<file path="src/rtl/trs_world_matrix_compose_top_defines.svh">
// Assertion macros shared by the world matrix compose RTL.
`ifndef TRS_WORLD_MATRIX_COMPOSE_TOP_DEFINES_SVH
`define TRS_WORLD_MATRIX_COMPOSE_TOP_DEFINES_SVH

// Same-cycle implication, sampled on clk, off during reset.
`define TWMC_ASSERT_IMP(lbl, ante, cons, msg) \
  lbl: assert property (@(posedge clk) disable iff (!rst_n) (ante) |-> (cons)) else $error(msg);

// Next-cycle implication, sampled on clk, off during reset.
`define TWMC_ASSERT_NXT(lbl, ante, cons, msg) \
  lbl: assert property (@(posedge clk) disable iff (!rst_n) (ante) |=> (cons)) else $error(msg);

`endif

</file>
<file path="src/rtl/twmc_pkg.sv">
// Types, constants and helpers for the world matrix compose block.
package twmc_pkg;

  localparam int DEF_NODE_SLOTS = 64;
  localparam int WORDS_PER_SLOT = 12;
  localparam int RAW_SLOTS      = 64;

  localparam logic signed [35:0] ONE_Q28    = 36'sd268435456;
  localparam logic signed [35:0] HALF_Q12   = 36'sd2048;
  localparam logic signed [65:0] HALF_Q16   = 66'sd32768;
  localparam logic signed [31:0] ONE_Q16    = 32'sd65536;
  localparam logic signed [65:0] SAT_MAX    = 66'sd2147483647;
  localparam logic signed [65:0] SAT_MIN    = -66'sd2147483648;

  // quaternion component selectors
  localparam logic [1:0] CMP_X = 2'd0;
  localparam logic [1:0] CMP_Y = 2'd1;
  localparam logic [1:0] CMP_Z = 2'd2;
  localparam logic [1:0] CMP_W = 2'd3;

  // operand pairs of the nine raw rotation products: xx xy xz yy yz zz wx wy wz
  localparam logic [1:0] ROT_A [9] = '{CMP_X, CMP_X, CMP_X, CMP_Y, CMP_Y, CMP_Z,
                                       CMP_W, CMP_W, CMP_W};
  localparam logic [1:0] ROT_B [9] = '{CMP_X, CMP_Y, CMP_Z, CMP_Y, CMP_Z, CMP_Z,
                                       CMP_X, CMP_Y, CMP_Z};

  typedef enum logic [2:0] {
    ST_IDLE,
    ST_ROT,
    ST_RQ,
    ST_LOC,
    ST_WLD,
    ST_DRAIN,
    ST_OUT
  } st_t;

  typedef enum logic [1:0] {
    OP_NONE,
    OP_ROT,
    OP_LOC,
    OP_WLD
  } op_t;

  // travels with each product through the multiplier
  typedef struct packed {
    op_t        kind;
    logic [3:0] idx;
    logic       first;
    logic       last;
  } mul_tag_t;

  function automatic logic signed [31:0] sat32(input logic signed [65:0] v);
    logic signed [31:0] r;
    if (v > SAT_MAX) begin
      r = 32'sh7fffffff;
    end else if (v < SAT_MIN) begin
      r = 32'sh80000000;
    end else begin
      r = v[31:0];
    end
    return r;
  endfunction

endpackage

</file>
<file path="src/rtl/twmc_mul.sv">
// Shared registered 32x32 signed multiplier with a tag carried alongside.
module twmc_mul (
  input  logic                      clk,
  input  logic                      rst_n,
  input  logic signed [31:0]        a,
  input  logic signed [31:0]        b,
  input  twmc_pkg::mul_tag_t        tag_in,
  output logic signed [63:0]        prod,
  output twmc_pkg::mul_tag_t        tag_out
);
  import twmc_pkg::*;

  logic signed [63:0] prod_r;
  mul_tag_t           tag_r;

  always_ff @(posedge clk) begin
    prod_r <= 64'(a) * 64'(b);
  end

  always_ff @(posedge clk) begin
    if (!rst_n) begin
      tag_r <= '{kind: OP_NONE, idx: 4'd0, first: 1'b0, last: 1'b0};
    end else begin
      tag_r <= tag_in;
    end
  end

  assign prod    = prod_r;
  assign tag_out = tag_r;

endmodule

</file>
<file path="config.mk">
export PLATFORM = sky130hd
export DESIGN_NAME = twmc_mul
export DESIGN_NICKNAME = d
export VERILOG_FILES = /design/src/rtl/trs_world_matrix_compose_top_defines.svh /design/src/rtl/twmc_pkg.sv /design/src/rtl/twmc_mul.sv
export SDC_FILE = /design/constraint.sdc
export NUM_CORES = 2
export LEC_CHECK = 0
export ABC_CLOCK_PERIOD_IN_PS = 13500
export BUFFER_PORTS_ARGS = -buffer_cell sky130_fd_sc_hd__buf_2
export CORE_UTILIZATION = 30
export CTS_CLUSTER_SIZE = 28
export DETAILED_ROUTE_END_ITERATION = 6
export GPL_TIMING_DRIVEN = 1
export SYNTH_ARGS = -nofsm -noshare
export SYNTH_HDL_FRONTEND = slang
export SYNTH_SLANG_ARGS = --single-unit
</file>
<file path="constraint.sdc">
create_clock -name clk -period 13.5 [get_ports clk]
set_input_delay 2.7 -clock clk [delete_from_list [all_inputs] [get_ports clk]]
set_output_delay 2.7 -clock clk [all_outputs]
set_load 0.01 [all_outputs]
</file>
## Word-level counts from Yosys, hierarchy flattened

Index checks and enable logic that the tools add are counted.

| word-level totals | value |
|---|---|
| input port bits | 74 |
| output and inout port bits | 72 |
| logic and storage cells | 6 |
| memory bits (writable) | 0 |
| latch bits | 0 |
| memories | 0 |
| register bits | 72 |
| ROM bits | 0 |

| cells by class | value |
|---|---|
| shift operators | 0 |
| equal/unequal tests | 0 |
| reductions and logical operators | 0 |
| magnitude comparators | 0 |
| add/subtract/negate cells | 0 |
| multiplexer cells | 0 |
| div/mod/pow operators | 0 |
| $mul | 1 |
| bitwise operators | 0 |

Operators with widths:

| cell | number |
|---|---|
| multiplier 32 x 32 -> 64 bit | 1 |

## Depth between registers and ports, before layout

| depth | value |
|---|---|
| depth after elaboration | 1 |
| mapped depth | 28 |
| mapped depth without buffers | 26 |

## Worst setup path after synthesis

OpenSTA, ideal clock, no wires.

| timing path | value |
|---|---|
| path type | input to register |
| start | in a[31] |
| end | reg prod_r[62], in the netlist prod[62] |
| arrival time | 9805 ps |
| data required time | 13373 ps |
| buffers on the path | 1 |
| cell stages on the path | 25 |
| setup slack | 3568 ps |
| setup time | 127 ps |
| cell sequence | clkbuf_1 nand2_1 inv_1 fa_1 inv_1 fa_1 inv_1 fa_1 fa_1 inv_1 fa_1 inv_1 fa_1 inv_1 fa_1 inv_1 fa_1 ha_1 nand3_1 nand2b_1 or2_2 or3_1 o31ai_1 o41ai_1 xnor2_1 |

| between the ends | value |
|---|---|
| cells in the longest elaborated chain, start to end | 1 |

Ends and longest elaborated chain:

| what | line | RTL |
|---|---|---|
| start: declaration | twmc_mul.sv:5 | `input logic signed [31:0] a,` |
| multiplier 32 x 32 -> 64 bit | twmc_mul.sv:17 | `prod_r <= 64'(a) * 64'(b);` |
| end signal: assignment | twmc_mul.sv:17 |  |
| end: declaration | twmc_mul.sv:13 | `logic signed [63:0] prod_r;` |

No other way between the ends.
A chain may end at the register's enable or synchronous reset.

## Worst setup path after layout

| timing path | value |
|---|---|
| start | in b[2] |
| end | reg prod_r[63], in the netlist prod[63] |

| between the ends | value |
|---|---|
| cells in the longest elaborated chain, start to end | 1 |

Ends and longest elaborated chain:

| what | line | RTL |
|---|---|---|
| start: declaration | twmc_mul.sv:6 | `input logic signed [31:0] b,` |
| multiplier 32 x 32 -> 64 bit | twmc_mul.sv:17 |  |

No other way between the ends.

==> reports/qor.yml <==
status:
  status: "finished, violations left"
  violations: "DRC"
cts:
  cts_root_buffer: "clkbuf_16"
  cts_num_sinks: 72
  cts_resized: 0
  cts_tree: "built"
  clk_path_buf_depth: 2
  cts.clk_slew.worst_paths_ps: 70
  hold_buffers: 0
  htree_levels: 3
  cts_made_buffers: 9
  post-cts-setup-buffers: 0
timing:
  fin_crit_sh_pct: 81.4
  max_slew_margin_pct: 30.9
  drv_slew: 0
  hold_viol: 0
  max_freq_ghz: 0.0910
  setup_viol: 0
  period_needed_ps: 10990
  rsz0062_at_grt: "no"
  tightest_slew_ps: 1040
  fin_setup_tns_ps: 0
route:
  first_iter_violations: 1296
  viasPerCell: 4.68
  vias: 25958
  finalWirelength_um: 104000
  wl_per_cell_um: 18.7
  ant_nets: 0
  drt_pre_antenna_iters: 7
  drc: 12
logic_synthesis:
  synth_flop_cell: "dfxtp_1"
  synth_cell_type_count: 60
  synthCells: 3950
  avgSynthCellArea_um2: 9.53
  yosys_warnings: 0
  async_reset_ff_share_pct: 0
  ys_ff_latch: 72
  synth_edf_count: 0
  syn-num-nets: 5290
  seq_area_frac_synth_pct: 3.83
  syn_area_um2: 37600
floorplanning:
  core.rowCount: 129
  die-width_um: 356
  pin_count: 146
  initial_core_util_pct: 30.3
  core_area_um2: 124000
  fp.dieH_um: 356
  die_area_um2: 127000
finish:
  nNetsFinal: 5243
  fillers: 12865
  final_cell_mix: "1,082 x fa_1, 952 x inv_1, 524 x and2_1"
  multi_input_area_um2: 31800
  layout-drive-gt1-share_pct: 4.66
  final_common_cell: "fa_1"
  regArea_um2: 1440
  syn_to_final_growth_pct: 6.27
critical_path:
  cp.arrival_ps: 11230
  worstSetupPathType: "in2reg"
  cp_max_fo: 32
  cp-end-kind: "register"
  cp_data_required_time_ps: 13740
  start_kind: "input port"
global_route:
  antenna_found_initial: 8
  overflow: 0
  track_usage_pct: 16.9
  grt_max_degree: 33
  grt_pass1_vias: 28595
  grt_pass1_wl_um: 165000
run:
  maxCapViolations: 0
placed_design:
  gp_congestion: 0.861
  dp_hpwl_um: 85300
  port_buffers: 145
hold_path:
  hp-class: "in2reg"
routing by layer:
layer  share of wire, %  up-vias  global-route usage, %
li1                   -    11167                      -
met1                 37    13863                   19.8
met2                 53      752                   31.2
met3                4.8      168                   2.29
met4                4.3        8                   6.04
met5              0.053        -                      0
final timing paths:
path | slack (ps) | start | end | depth (start not counted)
max | 2510 | b[2] | prod[63] | 24
min | 2530 | tag_in[3] | tag_out[3] | 2
layout make-up:
cell class,instances,share of cell area (%)
clock inverter,6,0.169
tap,1637,5.12
sequential,72,3.60
inverter,952,8.94
clock buffer,10,0.598
antenna,1,0.00626
timing repair buffer,158,2.06
multi-input combinational,2710,79.5
cells in the mapped netlist, types with 4 or more instances:
cell type  instances  area share (%)
clkbuf_1         207             2.1
nor2_1            56            0.56
nor4_1             4           0.066
o21ai_0           24            0.32
o211ai_1           5            0.10
nor3_1             7           0.093
ha_1             184             6.1
o21ai_1           12            0.16
a211oi_1           6            0.12
o21bai_1          11            0.22
inv_1            952             9.5
buf_2              5           0.066
o21a_1            10            0.20
o31ai_1            4           0.080
fa_1            1082              58
a21o_1            26            0.52
a21oi_1           66            0.88
nand3_1            6           0.080
a31oi_1            9            0.15
nand2b_1          11            0.18
nand4_1           18            0.30
and2_1           524             8.7
xor2_1            22            0.51
xnor2_1           51             1.2
or3_1              5           0.083
dfxtp_1           72             3.8
nor2b_1            4           0.066
nand2_1          519             5.2
flip-flops by register name, summed over array words and instances (netlist names):
name     cells
prod        64
tag_out      8
stage by stage:
step	hold WS (ps)	area, µm²	std cells	utilization [%]	setup slack (ps)
after global routing	2530	40000	5546	32.2	1930
after CTS	2520	40000	5545	32.2	2440
after detailed placement	2910	39700	5529	32.0	2130
final	2530	40000	5546	32.2	2510
after floorplan	2820	37600	3950	-	3570
after global placement	2910	39700	5529	32.0	2210
critical path: stages:
cell,delay [ps]
buf_2,570
nand2_1,200
inv_1,160
fa_1,460
fa_1,490
fa_1,750
fa_1,920
inv_1,380
fa_1,580
inv_1,50
fa_1,520
inv_1,50
fa_1,470
inv_1,50
fa_1,450
ha_1,390
nand3_1,180
nor2_1,140
nand2_1,150
a2111oi_2,650
nor4_1,200
o31ai_2,310
o221ai_1,180
xnor2_1,160
logic make-up (layout without fill, tap and decap cells):
logic type	count (synthesis)	after routing	synth area share, %
DFF	72	72	3.83
and+or+nand+nor	1164	1164	15.5
xor gates and xnor gates	73	73	1.70
AOI/OAI and AO/OA	207	207	3.60
buffers and inverters	1168	1126	11.7
other	0	1	0
adders and majority gates	1266	1266	63.7
Power is left out: the tool's default activity adds up to more than one toggle a clock period on the data nets, which glitch-free logic cannot reach.
